File: src/sv/sonrc_pkg.sv
`timescale 1ns / 1ps
`default_nettype none

package sonrc_pkg;

    // Sensor array and field widths
    localparam int SENSOR_COUNT = 16;
    localparam int SENSOR_W     = $clog2(SENSOR_COUNT);
    localparam int INDEX_W      = 4;
    localparam int IDX_EXT_W    = INDEX_W + 1;
    localparam int RANGE_W      = 13;
    localparam int MASK_W       = 16;
    localparam int ANGLE_W      = 13;

    // Only the two newest raw samples are ever read back; the oldest leaves the window
    localparam int HIST_W       = 2 * RANGE_W;

    // Filter arithmetic: sum of three samples and divide by three via reciprocal
    localparam int SUM_W        = RANGE_W + 2;
    localparam int RECIP_W      = 16;
    localparam int MEAN_PROD_W  = SUM_W + RECIP_W;
    localparam int MEAN_SHIFT   = 17;
    localparam logic [RECIP_W-1:0] MEAN_RECIP = 16'hAAAB;

    localparam logic [RANGE_W-1:0] CAP_MM = 13'd5000;

    // Shared shift-subtract divider
    localparam int DIVIDEND_W   = 40;
    localparam int DIVISOR_W    = 30;
    localparam int STEP_W       = 6;
    localparam int WEIGHT_W     = 25;
    localparam logic [STEP_W-1:0] WEIGHT_STEPS = 6'd25;
    localparam logic [STEP_W-1:0] ANGLE_STEPS  = 6'd40;
    // 2^24 left-aligned in the dividend register for a 25-step division
    localparam logic [DIVIDEND_W-1:0] WEIGHT_DIVIDEND = {1'b1, {(DIVIDEND_W-1){1'b0}}};

    // Bearing and accumulators
    localparam int BEARING_W    = 14;
    localparam int PROD_W       = BEARING_W + WEIGHT_W + 1;
    localparam int AWS_W        = 40;
    localparam int WS_W         = 30;
    localparam logic [BEARING_W-1:0] BEARING_STEP   = 14'd360;
    localparam logic [BEARING_W-1:0] BEARING_OFFSET = 14'd2880;
    localparam logic signed [AWS_W:0] AWS_POS_SAT = 41'sd549755813887;
    localparam logic signed [AWS_W:0] AWS_NEG_SAT = -41'sd549755813887;
    localparam logic [WS_W-1:0] WS_SAT = {WS_W{1'b1}};

    // Bearing limits in sixteenths of a degree
    localparam logic [DIVIDEND_W-1:0] ANGLE_NEG_MAG  = 40'd2880;
    localparam logic [DIVIDEND_W-1:0] ANGLE_POS_MAG  = 40'd2520;
    localparam logic signed [ANGLE_W-1:0] ANGLE_LOW  = -13'sd2880;
    localparam logic signed [ANGLE_W-1:0] ANGLE_HIGH = 13'sd2520;

    // Configuration port
    localparam int CFG_ADDR_W = 3;
    localparam int CFG_DATA_W = 16;
    localparam logic [CFG_ADDR_W-1:0] CFG_SAFE_DIST  = 3'd0;
    localparam logic [CFG_ADDR_W-1:0] CFG_CRIT_DIST  = 3'd1;
    localparam logic [CFG_ADDR_W-1:0] CFG_OUTLIER    = 3'd2;
    localparam logic [CFG_ADDR_W-1:0] CFG_FRONT_MASK = 3'd3;
    localparam logic [CFG_ADDR_W-1:0] CFG_SIDE_MASK  = 3'd4;

    localparam logic [RANGE_W-1:0] SAFE_DIST_RST  = 13'd800;
    localparam logic [RANGE_W-1:0] CRIT_DIST_RST  = 13'd400;
    localparam logic [RANGE_W-1:0] OUTLIER_RST    = 13'd1000;
    localparam logic [MASK_W-1:0]  FRONT_MASK_RST = 16'hF00F;
    localparam logic [MASK_W-1:0]  SIDE_MASK_RST  = 16'h0FF0;

    // Stream widths
    localparam int S_TDATA_W = 24;
    localparam int M_TDATA_W = 56;

    typedef enum logic [3:0] {
        ST_IDLE,
        ST_READ,
        ST_FILT,
        ST_MEAN,
        ST_ACC,
        ST_WDIV,
        ST_MUL,
        ST_SUM,
        ST_SCAN,
        ST_ADIV,
        ST_EMIT
    } ctrl_state_t;

    typedef struct packed {
        logic load_in;
        logic mem_read;
        logic filt;
        logic mean;
        logic acc;
        logic wdiv_start;
        logic mul;
        logic sum;
        logic adiv_start;
        logic angle_take;
        logic angle_zero;
        logic emit;
    } ctrl_cmd_t;

    typedef struct packed {
        logic near;
        logic last;
        logic obstacle;
        logic ws_nonzero;
        logic div_done;
        logic out_free;
    } dp_stat_t;

endpackage

`default_nettype wire

File: src/sv/sonrc_divider.sv
`timescale 1ns / 1ps
`default_nettype none

module sonrc_divider
    import sonrc_pkg::*;
(
    input  wire logic                  aclk,
    input  wire logic                  aresetn,
    input  wire logic                  start,
    input  wire logic [DIVIDEND_W-1:0] dividend,
    input  wire logic [DIVISOR_W-1:0]  divisor,
    input  wire logic [STEP_W-1:0]     steps,
    output logic                       done,
    output logic [DIVIDEND_W-1:0]      quotient
);

    logic [DIVISOR_W-1:0]  rem_reg, rem_next;
    logic [DIVIDEND_W-1:0] quo_reg;
    logic [DIVISOR_W-1:0]  dvs_reg;
    logic [STEP_W-1:0]     count_reg;
    logic                  busy_reg;
    logic                  done_reg;
    logic [DIVISOR_W:0]    shifted;
    logic [DIVISOR_W+1:0]  diff;
    logic                  fits;

    // Trial subtract of one dividend bit per cycle
    always_comb begin
        shifted  = {rem_reg, quo_reg[DIVIDEND_W-1]};
        diff     = {1'b0, shifted} - {2'b00, dvs_reg};
        fits     = ~diff[DIVISOR_W+1];
        rem_next = fits ? diff[DIVISOR_W-1:0] : shifted[DIVISOR_W-1:0];
    end

    // Control: load on start, count down steps, pulse done
    always_ff @(posedge aclk) begin
        if (!aresetn) begin
            busy_reg <= 1'b0;
            done_reg <= 1'b0;
        end else begin
            done_reg <= 1'b0;
            if (start) begin
                busy_reg <= 1'b1;
            end else if (busy_reg && count_reg == STEP_W'(1)) begin
                busy_reg <= 1'b0;
                done_reg <= 1'b1;
            end
        end
    end

    // Datapath: partial remainder and quotient shift register
    always_ff @(posedge aclk) begin
        if (start) begin
            rem_reg   <= '0;
            quo_reg   <= dividend;
            dvs_reg   <= divisor;
            count_reg <= steps;
        end else if (busy_reg) begin
            rem_reg   <= rem_next;
            quo_reg   <= {quo_reg[DIVIDEND_W-2:0], fits};
            count_reg <= count_reg - STEP_W'(1);
        end
    end

    assign done     = done_reg;
    assign quotient = quo_reg;

endmodule

`default_nettype wire

File: src/sv/sonrc_ctrl.sv
`timescale 1ns / 1ps
`default_nettype none

module sonrc_ctrl
    import sonrc_pkg::*;
(
    input  wire logic      aclk,
    input  wire logic      aresetn,
    input  wire logic      s_tvalid,
    output logic           s_tready,
    input  wire dp_stat_t  stat,
    output ctrl_cmd_t      cmd
);

    ctrl_state_t state_reg, state_next;

    // State register
    always_ff @(posedge aclk) begin
        if (!aresetn) begin
            state_reg <= ST_IDLE;
        end else begin
            state_reg <= state_next;
        end
    end

    // Sequence one item through read, filter, accumulate, summary and emit
    always_comb begin
        state_next = state_reg;
        cmd        = '0;
        s_tready   = 1'b0;
        unique case (state_reg)
            ST_IDLE: begin
                s_tready = 1'b1;
                if (s_tvalid) begin
                    cmd.load_in = 1'b1;
                    state_next  = ST_READ;
                end
            end
            ST_READ: begin
                cmd.mem_read = 1'b1;
                state_next   = ST_FILT;
            end
            ST_FILT: begin
                cmd.filt   = 1'b1;
                state_next = ST_MEAN;
            end
            ST_MEAN: begin
                cmd.mean   = 1'b1;
                state_next = ST_ACC;
            end
            ST_ACC: begin
                cmd.acc = 1'b1;
                if (stat.near) begin
                    cmd.wdiv_start = 1'b1;
                    state_next     = ST_WDIV;
                end else if (stat.last) begin
                    state_next = ST_SCAN;
                end else begin
                    state_next = ST_EMIT;
                end
            end
            ST_WDIV: begin
                if (stat.div_done) begin
                    state_next = ST_MUL;
                end
            end
            ST_MUL: begin
                cmd.mul    = 1'b1;
                state_next = ST_SUM;
            end
            ST_SUM: begin
                cmd.sum    = 1'b1;
                state_next = stat.last ? ST_SCAN : ST_EMIT;
            end
            ST_SCAN: begin
                if (stat.obstacle && stat.ws_nonzero) begin
                    cmd.adiv_start = 1'b1;
                    state_next     = ST_ADIV;
                end else begin
                    cmd.angle_zero = stat.obstacle;
                    state_next     = ST_EMIT;
                end
            end
            ST_ADIV: begin
                if (stat.div_done) begin
                    cmd.angle_take = 1'b1;
                    state_next     = ST_EMIT;
                end
            end
            ST_EMIT: begin
                if (stat.out_free) begin
                    cmd.emit   = 1'b1;
                    state_next = ST_IDLE;
                end
            end
            default: begin
                state_next = ST_IDLE;
            end
        endcase
    end

endmodule

`default_nettype wire

File: src/sv/sonrc_datapath.sv
`timescale 1ns / 1ps
`default_nettype none

module sonrc_datapath
    import sonrc_pkg::*;
(
    input  wire logic                  aclk,
    input  wire logic                  aresetn,
    input  wire ctrl_cmd_t             cmd,
    output dp_stat_t                   stat,
    input  wire logic [INDEX_W-1:0]    sensor_index,
    input  wire logic [RANGE_W-1:0]    range_mm,
    input  wire logic                  reading_present,
    input  wire logic                  end_of_scan,
    input  wire logic                  cfg_we,
    input  wire logic [CFG_ADDR_W-1:0] cfg_addr,
    input  wire logic [CFG_DATA_W-1:0] cfg_wdata,
    output logic                       m_tvalid,
    input  wire logic                  m_tready,
    output logic [M_TDATA_W-1:0]       m_tdata,
    output logic                       m_tlast
);

    // Configuration registers
    logic [RANGE_W-1:0] safe_reg, crit_reg, thr_reg;
    logic [MASK_W-1:0]  front_mask_reg, side_mask_reg;

    // Captured input beat
    logic [INDEX_W-1:0] idx_reg;
    logic [RANGE_W-1:0] range_reg;
    logic               present_reg;
    logic               last_reg;
    logic               in_range;
    logic [SENSOR_W-1:0] addr;

    // History memory
    logic [HIST_W-1:0]       hist_mem_reg [SENSOR_COUNT];
    logic [SENSOR_COUNT-1:0] row_valid_reg;
    logic [HIST_W-1:0]       rd_row_reg;
    logic                    rd_valid_reg;
    logic [RANGE_W-1:0]      h0, h1, raw;
    logic                    wr_en;

    // Filter
    logic [SUM_W-1:0]       sum, three_raw, gap, thr3;
    logic [SUM_W-1:0]       sum_reg;
    logic                   outlier_reg;
    logic [RANGE_W-1:0]     prev_reg;
    logic [MEAN_PROD_W-1:0] mean_prod;
    logic [RANGE_W-1:0]     mean;
    logic [RANGE_W-1:0]     f_reg;
    logic [RANGE_W-1:0]     capped;

    // Scan accumulators
    logic [RANGE_W-1:0]          fmin_reg, smin_reg;
    logic signed [AWS_W-1:0]     aws_reg;
    logic [WS_W-1:0]             ws_reg;
    logic signed [ANGLE_W-1:0]   held_reg;
    logic signed [PROD_W-1:0]    prod_reg;
    logic signed [BEARING_W-1:0] bearing;
    logic signed [AWS_W:0]       aws_sum;
    logic [WS_W:0]               ws_sum;
    logic [DIVIDEND_W-1:0]       aws_mag;
    logic signed [ANGLE_W-1:0]   angle;

    // Divider interface
    logic                  div_start;
    logic [DIVIDEND_W-1:0] div_dividend;
    logic [DIVISOR_W-1:0]  div_divisor;
    logic [STEP_W-1:0]     div_steps;
    logic                  div_done;
    logic [DIVIDEND_W-1:0] div_quotient;

    // Output register
    logic                 out_valid_reg;
    logic [M_TDATA_W-1:0] out_data_reg;
    logic                 out_last_reg;
    logic                 obstacle, unsafe;

    // Write configuration registers; ignore unknown indexes
    always_ff @(posedge aclk) begin
        if (!aresetn) begin
            safe_reg       <= SAFE_DIST_RST;
            crit_reg       <= CRIT_DIST_RST;
            thr_reg        <= OUTLIER_RST;
            front_mask_reg <= FRONT_MASK_RST;
            side_mask_reg  <= SIDE_MASK_RST;
        end else if (cfg_we) begin
            unique case (cfg_addr)
                CFG_SAFE_DIST:  safe_reg       <= cfg_wdata[RANGE_W-1:0];
                CFG_CRIT_DIST:  crit_reg       <= cfg_wdata[RANGE_W-1:0];
                CFG_OUTLIER:    thr_reg        <= cfg_wdata[RANGE_W-1:0];
                CFG_FRONT_MASK: front_mask_reg <= cfg_wdata[MASK_W-1:0];
                CFG_SIDE_MASK:  side_mask_reg  <= cfg_wdata[MASK_W-1:0];
                default: ;
            endcase
        end
    end

    // Capture the accepted beat
    always_ff @(posedge aclk) begin
        if (cmd.load_in) begin
            idx_reg     <= sensor_index;
            range_reg   <= range_mm;
            present_reg <= reading_present;
            last_reg    <= end_of_scan;
        end
    end

    assign in_range = IDX_EXT_W'(idx_reg) < IDX_EXT_W'(SENSOR_COUNT);
    assign addr     = idx_reg[SENSOR_W-1:0];

    // Unwritten rows read as the capped reset range
    assign h0  = rd_valid_reg ? rd_row_reg[RANGE_W-1:0]       : CAP_MM;
    assign h1  = rd_valid_reg ? rd_row_reg[HIST_W-1:RANGE_W]  : CAP_MM;
    assign raw = present_reg ? range_reg : h0;
    assign wr_en = cmd.filt && in_range;

    // History memory: registered read, shift newest sample in on write
    always_ff @(posedge aclk) begin
        if (cmd.mem_read) begin
            rd_row_reg <= hist_mem_reg[addr];
        end
        if (wr_en) begin
            hist_mem_reg[addr] <= {h0, raw};
        end
    end

    always_ff @(posedge aclk) begin
        if (!aresetn) begin
            row_valid_reg <= '0;
        end else if (wr_en) begin
            row_valid_reg[addr] <= 1'b1;
        end
    end

    always_ff @(posedge aclk) begin
        if (cmd.mem_read) begin
            rd_valid_reg <= row_valid_reg[addr];
        end
    end

    // Outlier test in thirds: |3*raw - sum| against 3*threshold
    always_comb begin
        sum       = SUM_W'(raw) + SUM_W'(h0) + SUM_W'(h1);
        three_raw = {1'b0, raw, 1'b0} + SUM_W'(raw);
        gap       = (three_raw > sum) ? three_raw - sum : sum - three_raw;
        thr3      = {1'b0, thr_reg, 1'b0} + SUM_W'(thr_reg);
    end

    always_ff @(posedge aclk) begin
        if (cmd.filt) begin
            sum_reg     <= sum;
            outlier_reg <= gap > thr3;
            prev_reg    <= h0;
        end
    end

    // Mean by reciprocal of three; pick previous sample on outlier
    assign mean_prod = MEAN_PROD_W'(sum_reg) * MEAN_PROD_W'(MEAN_RECIP);
    assign mean      = mean_prod[MEAN_SHIFT +: RANGE_W];

    always_ff @(posedge aclk) begin
        if (cmd.mean) begin
            if (!in_range) begin
                f_reg <= '0;
            end else if (outlier_reg) begin
                f_reg <= prev_reg;
            end else begin
                f_reg <= mean;
            end
        end
    end

    assign capped  = (f_reg > CAP_MM) ? CAP_MM : f_reg;
    assign bearing = $signed(BEARING_W'(idx_reg) * BEARING_STEP - BEARING_OFFSET);

    // Saturating sums of the weighted bearing and the weight
    always_comb begin
        aws_sum = $signed({aws_reg[AWS_W-1], aws_reg}) + (AWS_W+1)'(prod_reg);
        ws_sum  = {1'b0, ws_reg} + (WS_W+1)'(div_quotient[WEIGHT_W-1:0]);
        aws_mag = aws_reg[AWS_W-1] ? DIVIDEND_W'(-aws_reg) : DIVIDEND_W'(aws_reg);
    end

    // Clamp the truncated quotient to the bearing range
    always_comb begin
        if (aws_reg[AWS_W-1]) begin
            angle = (div_quotient > ANGLE_NEG_MAG) ? ANGLE_LOW
                  : $signed(ANGLE_W'(0) - div_quotient[ANGLE_W-1:0]);
        end else begin
            angle = (div_quotient > ANGLE_POS_MAG) ? ANGLE_HIGH
                  : $signed(div_quotient[ANGLE_W-1:0]);
        end
    end

    always_ff @(posedge aclk) begin
        if (cmd.mul) begin
            prod_reg <= bearing * $signed({1'b0, div_quotient[WEIGHT_W-1:0]});
        end
    end

    // Scan state: minima, sums and held bearing
    always_ff @(posedge aclk) begin
        if (!aresetn) begin
            fmin_reg <= CAP_MM;
            smin_reg <= CAP_MM;
            aws_reg  <= '0;
            ws_reg   <= '0;
            held_reg <= '0;
        end else begin
            if (cmd.acc && in_range) begin
                if (front_mask_reg[idx_reg] && capped < fmin_reg) begin
                    fmin_reg <= capped;
                end
                if (side_mask_reg[idx_reg] && capped < smin_reg) begin
                    smin_reg <= capped;
                end
            end
            if (cmd.sum) begin
                if (aws_sum > AWS_POS_SAT) begin
                    aws_reg <= AWS_POS_SAT[AWS_W-1:0];
                end else if (aws_sum < AWS_NEG_SAT) begin
                    aws_reg <= AWS_NEG_SAT[AWS_W-1:0];
                end else begin
                    aws_reg <= aws_sum[AWS_W-1:0];
                end
                ws_reg <= ws_sum[WS_W] ? WS_SAT : ws_sum[WS_W-1:0];
            end
            if (cmd.angle_take) begin
                held_reg <= angle;
            end else if (cmd.angle_zero) begin
                held_reg <= '0;
            end
            // Close the scan after its summary goes out
            if (cmd.emit && last_reg) begin
                fmin_reg <= CAP_MM;
                smin_reg <= CAP_MM;
                aws_reg  <= '0;
                ws_reg   <= '0;
            end
        end
    end

    // Shared divider: weight 2^24/(f+1), or scan bearing |aws|/ws
    assign div_start    = cmd.wdiv_start || cmd.adiv_start;
    assign div_dividend = cmd.adiv_start ? aws_mag : WEIGHT_DIVIDEND;
    assign div_divisor  = cmd.adiv_start ? ws_reg : DIVISOR_W'(f_reg) + DIVISOR_W'(1);
    assign div_steps    = cmd.adiv_start ? ANGLE_STEPS : WEIGHT_STEPS;

    sonrc_divider u_divider (
        .aclk     (aclk),
        .aresetn  (aresetn),
        .start    (div_start),
        .dividend (div_dividend),
        .divisor  (div_divisor),
        .steps    (div_steps),
        .done     (div_done),
        .quotient (div_quotient)
    );

    assign obstacle = fmin_reg < safe_reg;
    assign unsafe   = !(fmin_reg > crit_reg);

    // Output register: load on emit, drop valid when the beat is taken
    always_ff @(posedge aclk) begin
        if (!aresetn) begin
            out_valid_reg <= 1'b0;
        end else if (cmd.emit) begin
            out_valid_reg <= 1'b1;
        end else if (m_tready) begin
            out_valid_reg <= 1'b0;
        end
    end

    always_ff @(posedge aclk) begin
        if (cmd.emit) begin
            out_last_reg <= last_reg;
            if (last_reg) begin
                out_data_reg <= {2'b00, unsafe, held_reg, obstacle,
                                 smin_reg, fmin_reg, f_reg};
            end else begin
                out_data_reg <= {{(M_TDATA_W-RANGE_W){1'b0}}, f_reg};
            end
        end
    end

    assign m_tvalid = out_valid_reg;
    assign m_tdata  = out_data_reg;
    assign m_tlast  = out_last_reg;

    always_comb begin
        stat.near       = in_range && (f_reg < safe_reg);
        stat.last       = last_reg;
        stat.obstacle   = obstacle;
        stat.ws_nonzero = ws_reg != '0;
        stat.div_done   = div_done;
        stat.out_free   = !out_valid_reg || m_tready;
    end

endmodule

`default_nettype wire

File: src/sv/sonar_range_conditioner.sv
// Sonar range conditioner: takes one reading per input beat and returns one result beat.
// Each sensor's range is the mean of its last three raw samples, or the previous raw
// sample when the newest one strays from the mean by more than the outlier threshold.
// Over a scan the block tracks capped front and side minima and a bearing weighted by
// 2^24/(range+1) over sensors inside the safe distance; the beat with s_tlast returns
// the scan summary with m_tlast set and then starts a new scan. One beat is in work at
// a time: each reading passes accept, read, filter, mean, accumulate and emit; a reading
// inside the safe distance adds a 25-step weight division, a multiply and a sum, a
// scan-closing beat adds a scan step, and one that sees an obstacle with weight gathered
// adds a 40-step bearing division. Both divisions share one shift-subtract divider, and a
// full output register holds the next result back until its beat is taken. A finished
// beat waits in the output register while the next reading is taken. Write configuration
// only while no reading is in work.
`timescale 1ns / 1ps
`default_nettype none

module sonar_range_conditioner
    import sonrc_pkg::*;
(
    input  wire logic                  aclk,
    input  wire logic                  aresetn,
    input  wire logic                  s_tvalid,
    output logic                       s_tready,
    // [3:0] sensor_index, [16:4] range_mm, [23:17] zero
    input  wire logic [S_TDATA_W-1:0]  s_tdata,
    // [0] reading_present
    input  wire logic                  s_tuser,
    input  wire logic                  s_tlast,
    output logic                       m_tvalid,
    input  wire logic                  m_tready,
    // [12:0] filtered_mm, [25:13] min_front_mm, [38:26] min_side_mm,
    // [39] obstacle_seen, [52:40] obstacle_bearing, [53] unsafe_to_move, [55:54] zero
    output logic [M_TDATA_W-1:0]       m_tdata,
    // summary_valid
    output logic                       m_tlast,
    input  wire logic                  cfg_valid,
    output logic                       cfg_ready,
    input  wire logic [CFG_ADDR_W-1:0] cfg_addr,
    input  wire logic [CFG_DATA_W-1:0] cfg_wdata
);

    ctrl_cmd_t cmd;
    dp_stat_t  stat;

    assign cfg_ready = 1'b1;

    sonrc_ctrl u_ctrl (
        .aclk     (aclk),
        .aresetn  (aresetn),
        .s_tvalid (s_tvalid),
        .s_tready (s_tready),
        .stat     (stat),
        .cmd      (cmd)
    );

    sonrc_datapath u_datapath (
        .aclk            (aclk),
        .aresetn         (aresetn),
        .cmd             (cmd),
        .stat            (stat),
        .sensor_index    (s_tdata[INDEX_W-1:0]),
        .range_mm        (s_tdata[INDEX_W +: RANGE_W]),
        .reading_present (s_tuser),
        .end_of_scan     (s_tlast),
        .cfg_we          (cfg_valid && cfg_ready),
        .cfg_addr        (cfg_addr),
        .cfg_wdata       (cfg_wdata),
        .m_tvalid        (m_tvalid),
        .m_tready        (m_tready),
        .m_tdata         (m_tdata),
        .m_tlast         (m_tlast)
    );

`ifndef SYNTHESIS
    // One reading in work at a time
    a_one_in_flight: assert property (@(posedge aclk) disable iff (!aresetn)
        s_tvalid && s_tready |=> !s_tready)
        else $error("input accepted while a reading is in work");

    // Never overwrite a result that has not been taken
    a_emit_free: assert property (@(posedge aclk) disable iff (!aresetn)
        cmd.emit |-> stat.out_free)
        else $error("result emitted over a pending beat");

    // An emitted result shows up on the output next cycle
    a_emit_valid: assert property (@(posedge aclk) disable iff (!aresetn)
        cmd.emit |=> m_tvalid)
        else $error("emitted result not presented");

    // Summary fields stay zero outside scan-closing beats
    a_summary_zero: assert property (@(posedge aclk) disable iff (!aresetn)
        m_tvalid && !m_tlast |-> (m_tdata[M_TDATA_W-1:RANGE_W] == '0))
        else $error("summary fields set on a non-closing beat");
`endif

endmodule

`default_nettype wire

File: config.mk
export PLATFORM = sky130hd
export DESIGN_NAME = sonar_range_conditioner
export DESIGN_NICKNAME = d
export VERILOG_FILES = /design/src/sv/sonrc_pkg.sv /design/src/sv/sonrc_divider.sv /design/src/sv/sonrc_ctrl.sv /design/src/sv/sonrc_datapath.sv /design/src/sv/sonar_range_conditioner.sv
export SDC_FILE = /design/constraint.sdc
export NUM_CORES = 2
export LEC_CHECK = 0
export BUFFER_PORTS_ARGS = -buffer_cell sky130_fd_sc_hd__buf_2
export CORE_MARGIN = 2
export CORE_UTILIZATION = 67
export CTS_CLUSTER_DIAMETER = 150
export DETAILED_ROUTE_END_ITERATION = 6
export GPL_ROUTABILITY_DRIVEN = 0
export HOLD_SLACK_MARGIN = 0.02
export PLACE_DENSITY = 0.84
export SYNTH_ARGS = -nofsm -noshare
export SYNTH_HDL_FRONTEND = slang
export SYNTH_SLANG_ARGS = --single-unit
File: constraint.sdc
create_clock -name aclk -period 15.8 [get_ports aclk]
set_clock_uncertainty 0.2 [all_clocks]
set_input_delay 3.16 -clock aclk [delete_from_list [all_inputs] [get_ports aclk]]
set_output_delay 3.16 -clock aclk [all_outputs]
set_load 0.005 [all_outputs]
Yosys cells after proc, flatten, opt, wreduce, memory -nomap -nowiden
Memory sizes are Yosys's and may differ from the RTL's. A register that Yosys moved wholly into a read port is not among the register bits.
Index checks and enable logic that the tools add are counted.
{ "totals": {"ff_bits": 468, "ramBits": 416, "n_memories": 1, "out_inout_bits": 60} }
{ "op_classes": {"n_reduce_logical": 27, "eq_ne": 19, "n_addsub": 14, "muxes": 64, "mul": 3, "n_lt_le_gt_ge": 14, "bitwise": 3} }
{ "mem_list": {"columns": ["name", "depth", "word_bits", "rd", "rd_ports_with_merged_regs", "wr", "line_no", "rtl"], "rows": [
  ["u_datapath.hist_mem_reg", 16, 26, 1, 1, 1, "sonrc_datapath.sv:37", "logic [HIST_W-1:0] hist_mem_reg [SENSOR_COUNT];"]
]} }
{ "ops": {"columns": ["op", "count"], "rows": [
  ["40-bit two-way mux", 6],
  ["13-bit two-way mux", 10],
  ["30-bit two-way mux", 3],
  ["40-bit by 12-bit > comparator with 1-bit output, second input constant", 2],
  ["13-bit < comparator", 4],
  ["4-bit case mux with 11 select lines", 1],
  ["40-bit by 40-bit adder with 41-bit output", 1],
  ["41-bit by 40-bit > comparator with 1-bit output, second input constant", 1],
  ["41-bit by 40-bit < comparator with 1-bit output, second input constant", 1],
  ["14-bit by 26-bit multiplier with 40-bit output", 1],
  ["40-bit negator", 1],
  ["31-bit by 30-bit subtractor with 32-bit output", 1],
  ["30-bit by 25-bit adder with 31-bit output", 1],
  ["14-bit by 13-bit adder with 15-bit output", 2],
  ["15-bit > comparator", 2],
  ["15-bit by 16-bit multiplier with 30-bit output, second input constant", 1],
  ["30-bit nonzero test", 1],
  ["15-bit subtractor", 2],
  ["1-bit two-way mux", 28],
  ["4-bit two-way mux", 5],
  ["6-bit two-way mux", 3],
  ["4-bit by 3-bit == test with 1-bit output, second input constant", 4],
  ["16-bit OR", 1],
  ["15-bit by 13-bit adder with 15-bit output", 1],
  ["other kinds (33)", 61]
]} }

Longest topological paths before layout
{ "logic_depth": {"depth_word": 7, "mapped_depth": 46, "ltp_nobuf": 42} }

Cells and area by module
From an unflattened synthesis, not the netlist that was laid out.
{ "unflattened": {"hier_cells": 5270, "hier_area_um2": 59677.2} }
{ "modules_own_cells": {"columns": ["module", "cells_each", "n_inst", "area_each_um2", "seq_area_each_um2"], "rows": [
  ["sonrc_datapath", 4670, 1, 53410.0, 21820.9],
  ["sonrc_divider", 537, 1, 5825.6, 2922.8],
  ["sonrc_ctrl", 61, 1, 430.4, 80.1],
  ["sonar_range_conditioner", 2, 1, 11.3, 0.0]
]} }

Worst setup path before layout
No wires, ideal clock.
{ "synth_timing": {"path_type": "register to register", "from": "register u_datapath.idx_reg[3], in the netlist u_datapath.addr[3]", "to": "register u_datapath.prod_reg[30] (data pin)", "arrival_ns": 9.340, "setup_ns": 0.258, "period_less_slack_ns": 9.798, "required_ns": 15.342, "path_buffers": 3, "stages_incl_launch_ff": 35, "setup_slack_ns": 6.002, "cell_sequence": "edfxtp_1 inv_1 buf_1 clkbuf_1 ha_1 fa_1 ha_1 a21oi_1 o21bai_1 a21oi_1 xor2_1 a21oi_1 xnor2_1 clkbuf_1 nor2b_1 fa_1 inv_1 fa_1 fa_1 fa_1 inv_1 fa_1 ha_1 ha_1 a211oi_1 o21ai_0 a21oi_1 nor3_1 a211oi_1 o31ai_1 a21oi_1 o21ai_0 a21o_1 a21oi_1 xnor2_1"} }
{ "synth_between": {"elab_chain_len": 3} }
{ "synth_rtl": {"columns": ["element", "line_no", "rtl"], "rows": [
  ["start, declared", "sonrc_datapath.sv:29", "logic [INDEX_W-1:0] idx_reg;"],
  ["start signal, assigned", "sonrc_datapath.sv:103", "idx_reg <= sensor_index;"],
  ["4-bit by 6-bit multiplier with 10-bit output", "sonrc_datapath.sv:176", "assign bearing = $signed(BEARING_W'(idx_reg) * BEARING_STEP - BEARING_OFFSET);"],
  ["13-bit by 12-bit subtractor with 14-bit output", "sonrc_datapath.sv:176", null],
  ["14-bit by 26-bit multiplier with 40-bit output", "sonrc_datapath.sv:198", "prod_reg <= bearing * $signed({1'b0, div_quotient[WEIGHT_W-1:0]});"],
  ["end signal, assigned", "sonrc_datapath.sv:198", null],
  ["end, declared", "sonrc_datapath.sv:59", "logic signed [PROD_W-1:0] prod_reg;"]
]} }
Every way passes these cells.
A chain may end at the register's enable or synchronous reset.

Worst setup path after layout
{ "layout_timing": {"from": "register u_datapath.idx_reg[3], in the netlist u_datapath.addr[3]", "to": "register u_datapath.prod_reg[38] (data pin)"} }
The elaborated chain is that of the path after synthesis.

==> qor.yml <==
outcome: "finished with violations"
violations: "design-rule violations, max-capacitance violations, max-slew violations"
path_class: "flip-flop to flip-flop"
wirelength_um: 159000
max_slew_margin: -0.0244
clkSinkCount: 904
drtAntennaViolNets: 0
synth_ff_type: "edfxtp_1"
hold-path-cell-count: 2
r2r-start: "u_datapath.addr[3]"
postCtsHoldBufs: 0
largest_reg_flops: 416
grt_pass1_wl_um: 246000
cts_resized: 0
synth.most_common_cell: "edfxtp_1"
hp-class: "flip-flop to flip-flop"
start_kind: "flip-flop"
area.sequential_sq_um: 24800
synth_seq_cells: 904
syn_inst: 5319
ys_async_sr_fraction: 0
cp.arrival_ps: 10600
clockRootBuffer: "clkbuf_16"
drive_above_1_share: 0.105
worstPathRequired_ps: 16010
synth_seq_area_share: 0.415
grt_pass1_vias: 44000
drt-wirelength-per-cell_um: 24.2
ys_warn_count: 0
min_period_over_period: 0.658
fmax_ghz: 0.0962
vias: 43200
grt_max_degree: 100
syn_area_per_cell_sq_um: 11.2
synth_commonest_cells: "672 x edfxtp_1, 531 x ha_1, 510 x inv_1"
finalCriticalPeriod_ps: 10390
drt_iter0_drc: 4736
dp_hpwl_um: 103000
io_buffer_count: 99
report.final.slew_viol_count: 11
cp-end-kind: "flip-flop"
crit_top_cell: "fa_1"
netlist_area_sq_um: 59800
htreeDepth: 3
die_h_um: 303
worst_pin_slew_ps: 1530
syn2layout_area_growth_pct: 8.09
rows: 109
fill_cells: 5567
ios: 110
fin_setup_tns_ps: 0
finalSetupViolCount: 0
multiInputGateArea_sq_um: 32300
netlist.top_cell.by_area: "edfxtp_1"
grt_usage: 0.350
final-hold-violation-count: 0
post_cts_buffers: 0
max-clock-path-buffers: 3
nets: 6200
synthTopCellsByArea: "edfxtp_1 34%, ha_1 11%, fa_1 9.4%"
core-area_sq_um: 88400
rsz0062_at_grt: "false"
max_stage_delay_ps: 670
hold_start: "u_datapath.held_reg[12]"
cp-startpoint: "u_datapath.addr[3]"
yosysTopAreaCellShare: 0.338
die_w_um: 303
cap_violations: 1
crit_path_top_delay_cell: "buf_4"
drc: 2
antenna_found_initial: 9
clk_latency_ps: 720
synth_cell_types: 105
firstDrtPassIters: 7
start_util: 0.676
path_clk_slew_ps: 60
dieArea_sq_um: 91600
detail_route.vias_per_cell: 6.56
r2r_cells: 33
cts_inserted_buffers: 91
cts_tree: "done"
grt-ovfl-total: 0
synth_edf_count: 672
cp_max_fo: 31
-- through the flow --
stage	hold slack (ps)	worst slack [ps]	area, sq um	instances	util
finish	265	5410	64600	6586	0.731
global route	286	4970	64600	6586	0.731
CTS	265	5470	64600	6583	0.731
detailed placement	253	5840	61400	6411	0.695
global placement	243	5960	61400	6411	0.695
floorplan	224	6000	59800	5320	-
-- cell families (layout without fill, tap and decap cells) --
logic type      after synthesis  count (layout)  share of synthesized area
flops                       904             904                      0.415
other cells                   2               6                   0.000126
simple gates               1376            1376                      0.116
buf+inv                     743             841                     0.0479
xor+xnor                    231             231                     0.0340
mux                         201             201                     0.0644
compound gates             1049            1049                      0.117
fa+ha+maj                   813             813                      0.205
-- layout by cell type (no fill, tap or decap), types with 37 or more instances in the layout --
cell type | netlist | routed
o21a_1 | 63 | 63
buf_2 | 9 | 99
buf_4 | 3 | 57
nor2b_1 | 78 | 76
dfxtp_1 | 232 | 231
ha_1 | 531 | 531
nand2_1 | 433 | 433
a21boi_0 | 50 | 50
xor2_1 | 79 | 79
a21oi_1 | 247 | 245
xnor2_1 | 151 | 150
clkbuf_16 | 0 | 95
fa_1 | 280 | 280
mux2i_1 | 40 | 40
nand2b_1 | 81 | 80
nand4_1 | 37 | 37
a22o_1 | 37 | 37
edfxtp_1 | 672 | 672
inv_1 | 510 | 509
nand3_1 | 76 | 76
mux4_2 | 145 | 145
o21ai_0 | 253 | 253
nor2_1 | 224 | 211
a21o_1 | 92 | 92
and2_1 | 210 | 210
nor3_1 | 71 | 64
-- routing by layer --
metal / vias up / GRT usage / part of all wire
met2: 2611 / 0.575 / 0.47
met4: 6 / 0.187 / 0.058
met3: 674 / 0.0728 / 0.11
li1: 19000 / - / -
met5: - / 0 / 0.00025
met1: 20900 / 0.439 / 0.36
-- area by class of cell --
| type | count | share of cell area |
|---|---|---|
| multi-input cells | 3673 | 0.500 |
| flip-flops and latches | 904 | 0.384 |
| clock buffers | 122 | 0.0398 |
| inverters | 513 | 0.0298 |
| well taps | 1165 | 0.0226 |
| repair buffers | 156 | 0.0143 |
| clock inverters | 50 | 0.00951 |
| diodes | 3 | 0.000116 |
-- path summary, 6_finish.rpt --
path	end	slack [ps]
worst max-delay path	u_datapath.prod_reg[38]	5410
worst min-delay path	u_datapath.held_reg[12]	260
worst max register to register	u_datapath.prod_reg[38]	5410
worst min register to register	u_datapath.held_reg[12]	260
-- worst max-delay path, delay by kind of cell (launching register included) --
kind,cells,cell delay (ps)
fa+ha+maj,10,4590
compound gates,10,2410
buf+inv,5,1370
simple gates,7,850
flops,1,500
xor+xnor,1,140
Power is left out: the tool's default activity adds up to more than one toggle a clock period on the data nets, which glitch-free logic cannot reach.
